`src/design/assert_macros.svh`:
```
// Assertion macros shared by the dispatcher RTL.
// Depends on nothing; included by files that carry concurrent assertions.
`ifndef ASSERT_MACROS_SVH
`define ASSERT_MACROS_SVH

// Condition holds in the same cycle as the trigger.
`define ASSERT_IMPLIES(label, clock, reset, trig, cond) \
  label: assert property (@(posedge clock) disable iff (reset) (trig) |-> (cond)) \
    else $error("assertion failed: same-cycle implication");

// Condition holds in the cycle after the trigger.
`define ASSERT_NEXT(label, clock, reset, trig, cond) \
  label: assert property (@(posedge clock) disable iff (reset) (trig) |=> (cond)) \
    else $error("assertion failed: next-cycle implication");

`endif

```
`src/design/rtd_pkg.sv`:
```
// Shared types and constants of the render task dispatcher.
// Depends on nothing; imported by every dispatcher module.
package rtd_pkg;

  localparam int UNIT_W = 6;
  localparam int KIND_W = 3;
  localparam int TICK_W = 32;
  localparam int APB_ADDR_W = 1;
  localparam int APB_DATA_W = 32;

  localparam int TRACE_UNITS_DEF = 24;
  localparam int PLOT_UNITS_DEF = 4;
  localparam logic [TICK_W-1:0] TONEMAP_INTERVAL_RESET = 32'd30000;

  // Register addresses on the configuration port.
  localparam logic [APB_ADDR_W-1:0] ADDR_TONEMAP_INTERVAL = 1'b0;

  // Depth of the command queue between front and back.
  localparam int CMD_DEPTH = 2;
  localparam int CMD_AW = 1;

  // Task kinds.
  localparam logic [KIND_W-1:0] KIND_SLEEP = 3'd0;
  localparam logic [KIND_W-1:0] KIND_TRACE = 3'd1;
  localparam logic [KIND_W-1:0] KIND_PLOT = 3'd2;
  localparam logic [KIND_W-1:0] KIND_GATHER = 3'd3;
  localparam logic [KIND_W-1:0] KIND_TONEMAP = 3'd4;

  // Command class chosen by the front.
  typedef enum logic [1:0] {
    OP_TICK,
    OP_FREE,
    OP_FINISH
  } op_t;

  typedef struct packed {
    op_t               op;
    logic [KIND_W-1:0] kind;
    logic [UNIT_W-1:0] cunit;
    logic [UNIT_W-1:0] funit;
    logic              fvalid;
  } cmd_t;

  typedef struct packed {
    logic [KIND_W-1:0] kind;
    logic [UNIT_W-1:0] unit;
    logic [UNIT_W-1:0] other;
    logic              ovalid;
    logic              last;
  } res_t;

  typedef enum logic [1:0] {
    B_IDLE,
    B_DECIDE,
    B_RUN
  } back_state_t;

endpackage

```
`src/design/rtd_pool.sv`:
```
// Circular FIFO of unit indices with a registered head read.
// Depends on rtd_pkg; an entry never written reads as its own slot number.
module rtd_pool import rtd_pkg::*; #(
  parameter int DEPTH = 4,
  parameter int INIT_FILL = 0
) (
  input  logic                            clk,
  input  logic                            rst,
  input  logic                            push,
  input  logic [UNIT_W-1:0]               push_data,
  input  logic                            pop,
  output logic [UNIT_W-1:0]               head,
  output logic [$clog2(DEPTH+1)-1:0]      count
);

  localparam int AW = (DEPTH > 1) ? $clog2(DEPTH) : 1;
  localparam int CW = $clog2(DEPTH + 1);

  logic [UNIT_W-1:0] mem [DEPTH];
  logic [DEPTH-1:0]  vld;
  logic [AW-1:0]     head_ptr;
  logic [AW-1:0]     tail_ptr;
  logic [CW-1:0]     cnt;
  logic [AW-1:0]     head_inc;
  logic [AW-1:0]     tail_inc;
  logic [AW-1:0]     head_next;
  logic [AW-1:0]     raddr;
  logic              do_push;
  logic              do_pop;
  logic [UNIT_W-1:0] rd_data;
  logic              rd_vld;
  logic [AW-1:0]     rd_addr_q;
  logic              byp;
  logic [UNIT_W-1:0] byp_data;

  // Pushes into a full pool are dropped; pops of an empty pool do nothing.
  assign do_push = push && (cnt != CW'(DEPTH));
  assign do_pop = pop && (cnt != '0);

  assign head_inc = (head_ptr == AW'(DEPTH - 1)) ? '0 : AW'(head_ptr + AW'(1));
  assign tail_inc = (tail_ptr == AW'(DEPTH - 1)) ? '0 : AW'(tail_ptr + AW'(1));
  assign head_next = do_pop ? head_inc : head_ptr;
  assign raddr = rst ? '0 : head_next;

  // Pointers and fill count.
  always_ff @(posedge clk) begin
    if (rst) begin
      head_ptr <= '0;
      tail_ptr <= AW'(INIT_FILL % DEPTH);
      cnt <= CW'(INIT_FILL);
    end else begin
      head_ptr <= head_next;
      if (do_push) begin
        tail_ptr <= tail_inc;
      end
      cnt <= CW'(cnt + CW'(do_push) - CW'(do_pop));
    end
  end

  // Written flags: an unwritten slot holds its reset contents.
  always_ff @(posedge clk) begin
    if (rst) begin
      vld <= '0;
    end else if (do_push) begin
      vld[tail_ptr] <= 1'b1;
    end
  end

  // Storage with a registered read of the next head slot.
  always_ff @(posedge clk) begin
    if (do_push && !rst) begin
      mem[tail_ptr] <= push_data;
    end
    rd_data <= mem[raddr];
  end

  // Side information for the read: written flag and same-slot bypass.
  always_ff @(posedge clk) begin
    rd_vld <= !rst && vld[raddr];
    rd_addr_q <= raddr;
    byp <= !rst && do_push && (tail_ptr == raddr);
    byp_data <= push_data;
  end

  assign head = byp ? byp_data : (rd_vld ? rd_data : UNIT_W'(rd_addr_q));
  assign count = cnt;

endmodule

```
`src/design/rtd_front.sv`:
```
// Front of the dispatcher: accepts items, classifies them and queues commands.
// Depends on rtd_pkg.
module rtd_front import rtd_pkg::*; (
  input  logic              clk,
  input  logic              rst,
  input  logic              start,
  input  logic              func,
  input  logic [KIND_W-1:0] completed_kind,
  input  logic [UNIT_W-1:0] completed_unit,
  input  logic [UNIT_W-1:0] freed_unit,
  input  logic              freed_valid,
  input  logic              report_last,
  output logic              busy,
  output logic              cmd_valid,
  output cmd_t              cmd,
  input  logic              cmd_take
);

  cmd_t              q [CMD_DEPTH];
  logic [CMD_AW-1:0] wr_ptr;
  logic [CMD_AW-1:0] rd_ptr;
  logic [CMD_AW:0]   cnt;
  logic              accept;
  logic              take;
  cmd_t              new_cmd;

  assign busy = (cnt == (CMD_AW + 1)'(CMD_DEPTH));
  assign accept = start && !busy;
  assign cmd_valid = (cnt != '0);
  assign take = cmd_take && cmd_valid;

  // Classify the item: tick, plain report element, or final element.
  always_comb begin
    new_cmd.kind = completed_kind;
    new_cmd.cunit = completed_unit;
    new_cmd.funit = freed_unit;
    new_cmd.fvalid = freed_valid;
    if (!func) begin
      new_cmd.op = OP_TICK;
    end else if (report_last) begin
      new_cmd.op = OP_FINISH;
    end else begin
      new_cmd.op = OP_FREE;
    end
  end

  // Queue storage.
  always_ff @(posedge clk) begin
    if (accept) begin
      q[wr_ptr] <= new_cmd;
    end
  end

  // Queue pointers and occupancy.
  always_ff @(posedge clk) begin
    if (rst) begin
      wr_ptr <= '0;
      rd_ptr <= '0;
      cnt <= '0;
    end else begin
      if (accept) begin
        wr_ptr <= CMD_AW'(wr_ptr + 1'b1);
      end
      if (take) begin
        rd_ptr <= CMD_AW'(rd_ptr + 1'b1);
      end
      cnt <= (CMD_AW + 1)'(cnt + (CMD_AW + 1)'(accept) - (CMD_AW + 1)'(take));
    end
  end

  assign cmd = q[rd_ptr];

endmodule

```
`src/design/rtd_back.sv`:
```
// Back of the dispatcher: unit pools, flags, tick counter and task selection.
// Depends on rtd_pkg and rtd_pool.
module rtd_back import rtd_pkg::*; #(
  parameter int TRACE_UNITS = TRACE_UNITS_DEF,
  parameter int PLOT_UNITS = PLOT_UNITS_DEF
) (
  input  logic              clk,
  input  logic              rst,
  input  logic              cmd_valid,
  input  cmd_t              cmd,
  output logic              cmd_take,
  input  logic [TICK_W-1:0] interval,
  output logic              result_valid,
  output res_t              result
);

  localparam int TCW = $clog2(TRACE_UNITS + 1);
  localparam int PCW = $clog2(PLOT_UNITS + 1);
  localparam int RW = (TCW > PCW) ? TCW : PCW;

  back_state_t state;
  back_state_t state_next;

  logic [TICK_W-1:0] ticks;
  logic [TICK_W-1:0] ticks_next;
  logic              gather_free;
  logic              gather_free_next;
  logic              tonemap_free;
  logic              tonemap_free_next;
  logic              image_changed;
  logic              image_changed_next;
  logic [RW-1:0]     remaining;
  logic [RW-1:0]     remaining_next;
  logic              run_gather;
  logic              run_gather_next;
  logic [UNIT_W-1:0] run_unit;
  logic [UNIT_W-1:0] run_unit_next;
  logic              result_valid_next;
  res_t              result_next;

  logic              ft_push;
  logic              ft_pop;
  logic [UNIT_W-1:0] ft_head;
  logic [TCW-1:0]    ft_cnt;
  logic              dt_push;
  logic              dt_pop;
  logic [UNIT_W-1:0] dt_head;
  logic [TCW-1:0]    dt_cnt;
  logic              fp_push;
  logic              fp_pop;
  logic [UNIT_W-1:0] fp_head;
  logic [PCW-1:0]    fp_cnt;
  logic              dp_push;
  logic              dp_pop;
  logic [UNIT_W-1:0] dp_head;
  logic [PCW-1:0]    dp_cnt;

  logic              refresh;
  logic              take_tonemap;
  logic              take_gather;
  logic              take_plot;
  logic              take_trace;
  logic [TCW-1:0]    dt_half;
  logic [TCW-1:0]    plot_n;
  logic              run_last;

  // Unit pools.
  rtd_pool #(.DEPTH(TRACE_UNITS), .INIT_FILL(TRACE_UNITS)) u_free_trace (
    .clk(clk), .rst(rst), .push(ft_push), .push_data(cmd.funit), .pop(ft_pop),
    .head(ft_head), .count(ft_cnt)
  );

  rtd_pool #(.DEPTH(TRACE_UNITS), .INIT_FILL(0)) u_done_trace (
    .clk(clk), .rst(rst), .push(dt_push), .push_data(cmd.cunit), .pop(dt_pop),
    .head(dt_head), .count(dt_cnt)
  );

  rtd_pool #(.DEPTH(PLOT_UNITS), .INIT_FILL(PLOT_UNITS)) u_free_plot (
    .clk(clk), .rst(rst), .push(fp_push), .push_data(cmd.funit), .pop(fp_pop),
    .head(fp_head), .count(fp_cnt)
  );

  rtd_pool #(.DEPTH(PLOT_UNITS), .INIT_FILL(0)) u_done_plot (
    .clk(clk), .rst(rst), .push(dp_push), .push_data(cmd.cunit), .pop(dp_pop),
    .head(dp_head), .count(dp_cnt)
  );

  // Selection terms in priority order.
  assign refresh = (ticks > interval);
  assign take_tonemap = refresh && image_changed && gather_free && tonemap_free;
  assign dt_half = dt_cnt >> 1;
  assign plot_n = (dt_half == '0) ? TCW'(1) : dt_half;
  assign take_trace = (ft_cnt != '0);
  always_comb begin
    take_gather = 1'b0;
    take_plot = 1'b0;
    if (refresh && !image_changed && gather_free && (dp_cnt != '0)) begin
      take_gather = 1'b1;
    end else if ((dt_cnt > TCW'(TRACE_UNITS / 2)) && (fp_cnt != '0)) begin
      take_plot = 1'b1;
    end else if (!take_trace) begin
      if ((fp_cnt != '0) && (dt_cnt != '0)) begin
        take_plot = 1'b1;
      end else if (gather_free && (dp_cnt != '0)) begin
        take_gather = 1'b1;
      end
    end
  end

  assign run_last = (remaining == RW'(1));

  // State register.
  always_ff @(posedge clk) begin
    if (rst) begin
      state <= B_IDLE;
    end else begin
      state <= state_next;
    end
  end

  // Next state, pool controls and result formation.
  always_comb begin
    state_next = state;
    ticks_next = ticks;
    gather_free_next = gather_free;
    tonemap_free_next = tonemap_free;
    image_changed_next = image_changed;
    remaining_next = remaining;
    run_gather_next = run_gather;
    run_unit_next = run_unit;
    result_valid_next = 1'b0;
    result_next = result;
    cmd_take = 1'b0;
    ft_push = 1'b0;
    ft_pop = 1'b0;
    dt_push = 1'b0;
    dt_pop = 1'b0;
    fp_push = 1'b0;
    fp_pop = 1'b0;
    dp_push = 1'b0;
    dp_pop = 1'b0;
    unique case (state)
      B_IDLE: begin
        if (cmd_valid) begin
          cmd_take = 1'b1;
          unique case (cmd.op) inside
            OP_TICK: begin
              if (ticks != '1) begin
                ticks_next = ticks + 1'b1;
              end
            end
            OP_FREE, OP_FINISH: begin
              // A freed unit goes back to its free pool at once.
              if (cmd.fvalid) begin
                ft_push = (cmd.kind == KIND_PLOT);
                fp_push = (cmd.kind == KIND_GATHER);
              end
              if (cmd.op == OP_FINISH) begin
                // Retire the finished task, then choose the next one.
                case (cmd.kind)
                  KIND_TRACE: dt_push = 1'b1;
                  KIND_PLOT: dp_push = 1'b1;
                  KIND_GATHER: begin
                    gather_free_next = 1'b1;
                    image_changed_next = 1'b1;
                  end
                  KIND_TONEMAP: begin
                    gather_free_next = 1'b1;
                    tonemap_free_next = 1'b1;
                    image_changed_next = 1'b0;
                    ticks_next = '0;
                  end
                  default: ;
                endcase
                state_next = B_DECIDE;
              end
            end
            default: ;
          endcase
        end
      end
      B_DECIDE: begin
        if (take_tonemap) begin
          gather_free_next = 1'b0;
          tonemap_free_next = 1'b0;
          result_valid_next = 1'b1;
          result_next = '{kind: KIND_TONEMAP, unit: '0, other: '0, ovalid: 1'b0, last: 1'b1};
          state_next = B_IDLE;
        end else if (take_gather) begin
          gather_free_next = 1'b0;
          run_gather_next = 1'b1;
          run_unit_next = '0;
          remaining_next = RW'(dp_cnt);
          state_next = B_RUN;
        end else if (take_plot) begin
          fp_pop = 1'b1;
          run_gather_next = 1'b0;
          run_unit_next = fp_head;
          remaining_next = RW'(plot_n);
          state_next = B_RUN;
        end else if (take_trace) begin
          ft_pop = 1'b1;
          result_valid_next = 1'b1;
          result_next = '{kind: KIND_TRACE, unit: ft_head, other: '0, ovalid: 1'b0, last: 1'b1};
          state_next = B_IDLE;
        end else begin
          result_valid_next = 1'b1;
          result_next = '{kind: KIND_SLEEP, unit: '0, other: '0, ovalid: 1'b0, last: 1'b1};
          state_next = B_IDLE;
        end
      end
      B_RUN: begin
        // One handed unit per cycle from the matching done pool.
        dt_pop = !run_gather;
        dp_pop = run_gather;
        result_valid_next = 1'b1;
        result_next.kind = run_gather ? KIND_GATHER : KIND_PLOT;
        result_next.unit = run_unit;
        result_next.other = run_gather ? dp_head : dt_head;
        result_next.ovalid = 1'b1;
        result_next.last = run_last;
        remaining_next = RW'(remaining - 1'b1);
        if (run_last) begin
          state_next = B_IDLE;
        end
      end
      default: begin
        state_next = B_IDLE;
      end
    endcase
  end

  // Flags, counter and output register.
  always_ff @(posedge clk) begin
    if (rst) begin
      ticks <= '0;
      gather_free <= 1'b1;
      tonemap_free <= 1'b1;
      image_changed <= 1'b0;
      result_valid <= 1'b0;
    end else begin
      ticks <= ticks_next;
      gather_free <= gather_free_next;
      tonemap_free <= tonemap_free_next;
      image_changed <= image_changed_next;
      result_valid <= result_valid_next;
    end
  end

  // Run bookkeeping and result payload.
  always_ff @(posedge clk) begin
    remaining <= remaining_next;
    run_gather <= run_gather_next;
    run_unit <= run_unit_next;
    result <= result_next;
  end

endmodule

```
`src/design/render_task_dispatcher.sv`:
```
// Top level of the render task dispatcher: configuration register and wiring.
// Depends on rtd_pkg, rtd_front, rtd_back and assert_macros.svh.
//
//  channel  | handshake                       | payload
//  ---------+---------------------------------+------------------------------------------
//  items in | start, busy (taken: start&!busy)| func, completed_kind, completed_unit,
//           |                                 | freed_unit, freed_valid, report_last
//  results  | result_valid, one cycle each    | task_kind, task_unit, other_unit,
//           |                                 | other_valid, task_last
//  config   | APB write, pready tied high     | paddr, pwdata, prdata
//
// A tick or a non-final report element is handled in the idle state alone. A
// final element is retired there, then the next task is selected in the decide
// state; a tonemap, trace or sleep result leaves from that selection, while a
// plot or gather run then pops one done unit a cycle from its pool, one for each result item.
// Items wait in a two-entry command queue; busy is high while it is full.
// After the synchronous reset the pools are ready at once, with no clearing pass.
// Results cannot be stalled by the receiver.
`include "assert_macros.svh"

module render_task_dispatcher import rtd_pkg::*; #(
  parameter int TRACE_UNITS = TRACE_UNITS_DEF,
  parameter int PLOT_UNITS = PLOT_UNITS_DEF
) (
  input  logic                  clk,
  input  logic                  rst,
  input  logic                  start,
  output logic                  busy,
  input  logic                  func,
  input  logic [KIND_W-1:0]     completed_kind,
  input  logic [UNIT_W-1:0]     completed_unit,
  input  logic [UNIT_W-1:0]     freed_unit,
  input  logic                  freed_valid,
  input  logic                  report_last,
  output logic                  result_valid,
  output logic [KIND_W-1:0]     task_kind,
  output logic [UNIT_W-1:0]     task_unit,
  output logic [UNIT_W-1:0]     other_unit,
  output logic                  other_valid,
  output logic                  task_last,
  input  logic                  psel,
  input  logic                  penable,
  input  logic                  pwrite,
  input  logic [APB_ADDR_W-1:0] paddr,
  input  logic [APB_DATA_W-1:0] pwdata,
  output logic [APB_DATA_W-1:0] prdata,
  output logic                  pready
);

  logic [TICK_W-1:0] tonemap_interval;
  logic              cmd_valid;
  cmd_t              cmd;
  logic              cmd_take;
  res_t              result;
  logic              accept;

  assign pready = 1'b1;
  assign accept = start && !busy;

  // Configuration register.
  always_ff @(posedge clk) begin
    if (rst) begin
      tonemap_interval <= TONEMAP_INTERVAL_RESET;
    end else if (psel && penable && pwrite && (paddr == ADDR_TONEMAP_INTERVAL)) begin
      tonemap_interval <= pwdata;
    end
  end

  assign prdata = (paddr == ADDR_TONEMAP_INTERVAL) ? tonemap_interval : '0;

  rtd_front u_front (
    .clk(clk),
    .rst(rst),
    .start(start),
    .func(func),
    .completed_kind(completed_kind),
    .completed_unit(completed_unit),
    .freed_unit(freed_unit),
    .freed_valid(freed_valid),
    .report_last(report_last),
    .busy(busy),
    .cmd_valid(cmd_valid),
    .cmd(cmd),
    .cmd_take(cmd_take)
  );

  rtd_back #(.TRACE_UNITS(TRACE_UNITS), .PLOT_UNITS(PLOT_UNITS)) u_back (
    .clk(clk),
    .rst(rst),
    .cmd_valid(cmd_valid),
    .cmd(cmd),
    .cmd_take(cmd_take),
    .interval(tonemap_interval),
    .result_valid(result_valid),
    .result(result)
  );

  assign task_kind = result.kind;
  assign task_unit = result.unit;
  assign other_unit = result.other;
  assign other_valid = result.ovalid;
  assign task_last = result.last;

  // The back end returns to idle after a run, so results never run together.
  `ASSERT_NEXT(a_gap_after_last, clk, rst, result_valid && task_last, !result_valid)
  // Only plot and gather tasks span several result items.
  `ASSERT_IMPLIES(a_multi_kind, clk, rst, result_valid && !task_last, (task_kind == KIND_PLOT) || (task_kind == KIND_GATHER))
  // Plot and gather items always hand on a done unit; other kinds never do.
  `ASSERT_IMPLIES(a_other_valid, clk, rst, result_valid, other_valid == ((task_kind == KIND_PLOT) || (task_kind == KIND_GATHER)))
  // An accepted item is waiting in the command queue on the next cycle.
  `ASSERT_NEXT(a_queued, clk, rst, accept, cmd_valid)

endmodule

```
`config.mk`:
```
export PLATFORM = sky130hd
export DESIGN_NAME = render_task_dispatcher
export DESIGN_NICKNAME = d
export VERILOG_FILES = /design/src/design/rtd_pkg.sv /design/src/design/rtd_pool.sv /design/src/design/rtd_front.sv /design/src/design/rtd_back.sv /design/src/design/render_task_dispatcher.sv
export VERILOG_INCLUDE_DIRS = /design/src /design/src/design
export SDC_FILE = /design/constraint.sdc
export NUM_CORES = 1
export LEC_CHECK = 0
export ABC_CLOCK_PERIOD_IN_PS = 4300
export BUFFER_PORTS_ARGS = -buffer_cell sky130_fd_sc_hd__buf_2
export CAP_MARGIN = 20
export CORE_ASPECT_RATIO = 0.5
export CORE_UTILIZATION = 57
export CTS_CLUSTER_SIZE = 8
export DETAILED_ROUTE_END_ITERATION = 10
export GPL_ROUTABILITY_DRIVEN = 0
export GPL_TIMING_DRIVEN = 0
export PLACE_DENSITY = 0.76
export RECOVER_POWER = 100
export REMOVE_ABC_BUFFERS = 1
export SYNTH_ARGS = -nofsm -noshare
export SYNTH_HDL_FRONTEND = slang
export SYNTH_SLANG_ARGS = --single-unit
```
`constraint.sdc`:
```
create_clock -name clk -period 4.3 [get_ports clk]
set_clock_uncertainty 0.05 [all_clocks]
set_input_delay 0.215 -clock clk [delete_from_list [all_inputs] [get_ports clk]]
set_output_delay 0.215 -clock clk [all_outputs]
set_load 0.05 [all_outputs]
```
## Yosys cells after proc, flatten, opt, wreduce, memory -nomap -nowiden

Memory sizes are Yosys's and may differ from the RTL's. A register that Yosys moved wholly into a read port is not among the register bits.
Index checks and enable logic that the tools add are counted.

| word-level totals | value |
|---|---|
| register bits after elaboration | 223 |
| memory bits (writable) | 372 |
| input bits | 57 |
| output and inout port bits | 52 |
| logic and storage cells | 337 |
| memories | 5 |

Memory list:

| memory | words | bits a word | read ports | clocked after memory_dff | wr ports | RTL line | RTL |
|---|---|---|---|---|---|---|---|
| u_back.u_done_trace.mem | 24 | 6 | 1 | 1 | 1 | rtd_pool.sv:19 | `logic [UNIT_W-1:0] mem [DEPTH];` |
| u_back.u_free_trace.mem | 24 | 6 | 1 | 1 | 1 | rtd_pool.sv:19 |  |
| u_front.q | 2 | 18 | 1 | 1 | 1 | rtd_front.sv:19 | `cmd_t q [CMD_DEPTH];` |
| u_back.u_done_plot.mem | 4 | 6 | 1 | 1 | 1 | rtd_pool.sv:19 |  |
| u_back.u_free_plot.mem | 4 | 6 | 1 | 1 | 1 | rtd_pool.sv:19 |  |

| cells by class | value |
|---|---|
| add/sub/neg operators | 22 |
| magnitude comparators | 14 |
| eq/ne operators | 42 |
| muxes and demuxes | 139 |
| bitwise logic cells | 6 |
| reduce and logical (&&, ||, !) cells | 65 |

Operators by type and width:

| cell | number |
|---|---|
| $mux W32 | 4 |
| $mux W1 | 76 |
| $pmux W32 S2 | 1 |
| $mux W6 | 10 |
| $mux W5 | 11 |
| $mux W17 | 3 |
| $or A24 B24 Y24 | 2 |
| $logic_and A1 B1 Y1 | 38 |
| $mux W2 | 17 |
| $pmux W17 S2 | 1 |
| $add A32 B1 Y32 const B | 1 |
| $gt A32 B32 Y1 | 1 |
| $ne A32 B32 Y1 const B | 1 |
| $lt A5 B6 Y1 const B | 4 |
| $add A5 B1 Y5 const B | 4 |
| $eq A5 B5 Y1 const B | 4 |
| $reduce_and A6 Y1 | 3 |
| $mux W15 | 1 |
| $eq A2 B2 Y1 const B | 7 |
| $ne A2 B2 Y1 const B | 7 |
| $lt A2 B3 Y1 const B | 4 |
| $reduce_bool A2 Y1 | 6 |
| $add A5 B1 Y5 | 2 |
| $bmux W1 S5 | 2 |
| other kinds (41) | 78 |

## Depth between registers and ports, before layout

| logic depth | value |
|---|---|
| depth after elaboration | 16 |
| gate-level depth with buffers | 19 |
| gate-level depth less buffers | 18 |

## By module

Synthesis repeated with hierarchy kept, for this count alone.

| unflattened totals | value |
|---|---|
| cells, all modules | 2442 |
| area total of the unflattened synthesis | 28705.0 sq um |

By module, submodules not included:

| module | times used | cells each | area an instance (sq um) | sequential area each (sq um) |
|---|---|---|---|---|
| rtd_pool at u_back.u_free_trace | 1 | 777 | 9008.6 | 5385.2 |
| rtd_pool at u_back.u_done_trace | 1 | 635 | 8274.2 | 5385.2 |
| rtd_back | 1 | 461 | 4302.9 | 1601.5 |
| rtd_pool at u_back.u_done_plot | 1 | 152 | 1953.1 | 1221.2 |
| rtd_pool at u_back.u_free_plot | 1 | 155 | 1953.1 | 1221.2 |
| render_task_dispatcher | 1 | 177 | 1662.8 | 640.6 |
| rtd_front | 1 | 85 | 1550.2 | 1181.1 |

## Worst setup path after synthesis

OpenSTA, ideal clock, no wires.

| path | value |
|---|---|
| kind | register to register |
| start point | register (tool-made name) |
| end point | register u_back.u_free_trace.cnt[4] (netlist: u_back.u_free_trace.count[4]) |
| library setup time | 0.130 ns |
| arrival | 3.758 ns |
| required time | 4.120 ns |
| setup slack | 0.362 ns |
| stages on the path, launching flop included | 17 |
| path buffers | 2 |
| clock period less this slack | 3.938 ns |
| cell sequence | dfxtp_1 -> buf_1 -> buf_1 -> mux2i_1 -> ha_1 -> nand4_1 -> a311oi_1 -> inv_1 -> ha_1 -> inv_1 -> ha_1 -> fa_1 -> a21oi_1 -> nor2_1 -> nor2_1 -> xnor2_1 -> nand2_1 |

RTL lines:

| what | RTL line | RTL |
|---|---|---|
| to (signal assigned) | rtd_pool.sv:50 | `cnt <= CW'(INIT_FILL);` |
| to (signal assigned) | rtd_pool.sv:56 | `cnt <= CW'(cnt + CW'(do_push) - CW'(do_pop));` |
| to (decl) | rtd_pool.sv:23 | `logic [CW-1:0] cnt;` |

## Worst setup path in the final report

| path | value |
|---|---|
| start point | register tonemap_interval[15] |
| end point | register u_back.u_free_trace.rd_data[5], read port of u_back.u_free_trace.mem |

| on the way | value |
|---|---|
| word-level cells in the longest chain between the ends | 12 |
| elaborated cells on any way between the ends | 16 |
| classes of those cells | 1 x order compare; 8 x mux; 7 x reduce/logical |

RTL lines:

| what | RTL line | RTL |
|---|---|---|
| from (decl) | render_task_dispatcher.sv:50 | `logic [TICK_W-1:0] tonemap_interval;` |
| from (signal assigned) | render_task_dispatcher.sv:65 | `tonemap_interval <= pwdata;` |
| $gt A32 B32 Y1 (*) | rtd_back.sv:89 | `assign refresh = (ticks > interval);` |
| $logic_and A1 B1 Y1 (3 in a row) | rtd_back.sv:97 | `if (refresh && !image_changed && gather_free && (dp_cnt != '0)) begin` |
| $mux W1 | rtd_back.sv:97 |  |
| $mux W1 | rtd_back.sv:195 | `end else if (take_plot) begin` |
| $mux W1 | rtd_back.sv:189 | `end else if (take_gather) begin` |
| $mux W1 (*) | rtd_back.sv:183 | `if (take_tonemap) begin` |
| $mux W1 (*) | rtd_back.sv:142 | `unique case (state)` |
| $logic_and A1 B1 Y1 (*) | rtd_pool.sv:38 | `assign do_pop = pop && (cnt != '0);` |
| $mux W5 (*) | rtd_pool.sv:42 | `assign head_next = do_pop ? head_inc : head_ptr;` |
| $mux W5 (*) | - |  |
| to (decl) | rtd_pool.sv:30 | `logic [UNIT_W-1:0] rd_data;` |

Every way passes the cells marked *; elsewhere a longest branch is shown, timed or not.
A chain may end at the register's enable or synchronous reset.

==> metrics <==
largest net degree at the start of global routing 79; Total Die Area around 47000 sq um; FF+latch count, synth ~620; Final Hold Vio Count 0; Die Ht 154.3 um; Async SR Flop Fraction 0; top cell type's share of synthesized area 0.4542; CTS tree done; initial core utilization 0.5814; Detailed Route WL about 60000 um; sequential share of the synthesized area 0.6200; fin worst setup slack 124.0 ps; crit end category flop; status finished, final reports clean; PwrDens 481.3 nW/um^2; Routed Antenna Nets 0; Net Sw Power 3.802 mW; Root Driver clkbuf_16; Worst Hold Depth 3; DRC viols 0; Clk pin slew, worst setup/hold paths 50 ps; synth top area cells edfxtp_1 (45%), dfxtp_1 (17%), mux2i_1 (4.5%); VDD IR max roughly 320 uV; crit path DAT ~4600 ps; Synth Flop Type edfxtp_1; die width between 300 and 400 um; crit path time final 4176 ps; Fin Setup TNS 0 ps; Post-Syn Instances 2125; nets 2481; WL/cell 19.70 um; post-route cell area 31160 sq um; sw frac 0.2535; initial antenna violation count 2; CP cell instances inv_1 -> ha_1 -> nand4_1 -> nor4_2 -> o21ai_0 -> nand4_1 -> o31ai_4 -> buf_12 -> o21ai_4 -> mux2i_4 -> buf_16 -> buf_16 -> mux4_1 -> o21ai_1 -> a2111oi_2; Max-slew headroom 0.07165; Min-Delay Path Class input pin to flop; R2R depth 15; gr usage total 0.2506; Clock Path Buffers 3; endpoints failing setup 0; Crit path depth 15; Port Buffers about 110; Leak approximately 11 nW; vias in the first global route between 15000 and 20000; WP buf/inv 4; # IOs around 110; Critical Path Fanout Max 17; post-placement cell area 27620 sq um; total number of vias 17540; Int Pwr 11.20 mW; Fmax ~240 MHz; overall power between 10 and 15 mW; max cap viols 0; fin crit share 0.9712; Skew-Pair Late Insertion Delay 620 ps; clk sinks 619; # rows 55; Synthesis Warnings 0; HPWL Detailed 35590 um; final slew viol count 0; Syn Area/Cell approximately 12 sq um; fraction of layout cells with a size suffix above 1 0.1059; worst slew pin tran 1393 ps; DP Worst Slack -690.9 ps; cell taking the most area after synthesis edfxtp_1; crit-path leading delay family compound AO/OA/AOI/OAI gates; CTS H-tree lvls 3; sequential power share 0.469; Clk pwr share 0.425; Largest stage delay, worst path 600 ps; EDFF count, synth 400; CP max stage cell mux4_1; drt via density between 5 and 6; Gate power share 0.106; mapped cell area 26450 sq um; first-pass GRT wire length around 93000 um; Congestion Overflow GR 0; Layout area overhead 17.84%; WP data required 4690 ps; 1st-pass router iterations 6; core region area 45490 sq um; startpoint types flop; Crit Path Category flop to flop; CTS buffer count 87; Iter 0 DRT Violations about 1600; Distinct cells, synth 86
area by class of cell:
class                           instances  area, sq um
Fill cell                            3092        14320
Clock buffer                          153         2425
Timing Repair Buffer                  209         1545
Clock inverter                          8        142.6
Antenna cell                            2        5.005
Tap cell                              627        784.5
Inverter                               95        379.1
Timing Repair inverter                  1        8.758
Multi-Input combinational cell       1322         9478
Sequential cell                       619        16400
final timing paths:
path	from	to	slack (ps)
max	tonemap_interval[15]	u_back.u_free_trace.rd_data[5]	120
min	rst	u_back.u_free_trace.tail_ptr[4]	190
max reg2reg	tonemap_interval[15]	u_back.u_free_trace.rd_data[5]	120
min reg2reg	u_back.u_done_trace.vld[0]	u_back.u_done_trace.vld[0]	390
power by group through the flow:
stage / registers (mW) / clock network [mW] / logic (mW)
2_1_floorplan: 7.15 / 0 / 0.918
3_3_place_gp: 7.13 / 0 / 1.42
3_5_place_dp: 7.13 / 0 / 1.51
4_1_cts: 7.02 / 6.46 / 1.58
5_1_grt: 7.06 / 6.72 / 1.72
6_report: 7.04 / 6.37 / 1.59
cells in the mapped netlist, types with 37 or more instances:
library cell	number
edfxtp_1	400
dfxtp_1	219
nor2_1	210
nand2_1	188
mux2i_1	119
a21oi_1	115
inv_1	90
ha_1	85
a21o_1	58
clkbuf_1	55
a211oi_1	42
o21ai_0	41
xnor2_1	37
timing repair:
item / CTS / global route
endpoints found under the setup margin: 183 / 28
setup buffers: 4 / 7
gates resized for setup: 12 / 16
pin swaps: 2 / 2
hold endpoints to repair: 69 / 0
gates cloned: 2 / 2
hold buffers: 75 / 0
placed cells by master (no fill, tap or decap), drive strengths merged, types with 7 or more instances in the layout:
master / netlist / routed
dfxtp: 219 / 219
clkbuf: 55 / 221
o211ai: 13 / 13
nand3: 31 / 31
a21o: 58 / 58
nor2b: 32 / 32
xor2: 23 / 24
mux2i: 121 / 121
nand2: 189 / 189
nand4: 18 / 18
dlygate4sd3: 0 / 75
a21oi: 116 / 116
a221oi: 7 / 7
or3: 18 / 18
mux4: 21 / 21
and2: 31 / 31
a311oi: 9 / 9
edfxtp: 400 / 400
inv: 95 / 101
a211oi: 43 / 43
buf: 37 / 66
mux2: 33 / 33
o221ai: 15 / 15
nor3: 18 / 18
a31oi: 13 / 13
o22ai: 16 / 16
o21ai: 46 / 46
a22o: 9 / 9
ha: 85 / 85
xnor2: 38 / 39
a22oi: 9 / 9
nor2: 213 / 213
and3: 17 / 17
registers in the layout, summed over array words and instances, names as in the netlist, 16 cells and up, named ones only:
signal                   cells
u_back.u_done_trace.mem    144
u_back.u_free_trace.mem    144
u_front.q                   36
tonemap_interval            32
u_back.ticks                32
u_back.u_done_plot.mem      24
u_back.u_done_trace.vld     24
u_back.u_free_plot.mem      24
u_back.u_free_trace.vld     24
u_back.result               16
worst register-to-register path: cells and delay by family, from the launching register on:
| kind | cells | cell delay (ps) |
|---|---|---|
| flops | 1 | 340 |
| fa+ha+maj | 1 | 300 |
| compound gates | 5 | 1020 |
| mux | 2 | 960 |
| buf+inv | 4 | 600 |
| simple gates | 3 | 740 |
kinds of logic after synthesis:
| family | share of synthesized area |
|---|---|
| compound gates | 0.1022 |
| mux | 0.07891 |
| other cells | 0.0001418 |
| simple gates | 0.1045 |
| fa+ha+maj | 0.04324 |
| xor+xnor | 0.02162 |
| buf+inv | 0.02947 |
| flops | 0.6200 |
layer usage:
layer / routed length, um / global-route usage / share of wire / vias to the layer above
li1: - / - / - / 8229
met1: 24960 / 0.3255 / 0.42 / 8508
met2: 29170 / 0.4223 / 0.49 / 646
met3: 3686 / 0.04618 / 0.062 / 156
met4: 2011 / 0.09452 / 0.034 / 0
met5: 0 / 0 / 0 / -
through the flow:
step / util / hold slack (ps) / instances
6_report: 0.6851 / 189.8 / 3036
5_1_grt: 0.6851 / 221.0 / 3036
4_1_cts: 0.6827 / 176.3 / 3021
3_5_place_dp: 0.6072 / 359.4 / 2779
3_3_place_gp: 0.6012 / 355.1 / 2767
2_1_floorplan: - / 231.7 / 2033
(Power assumes the default switching activity.)
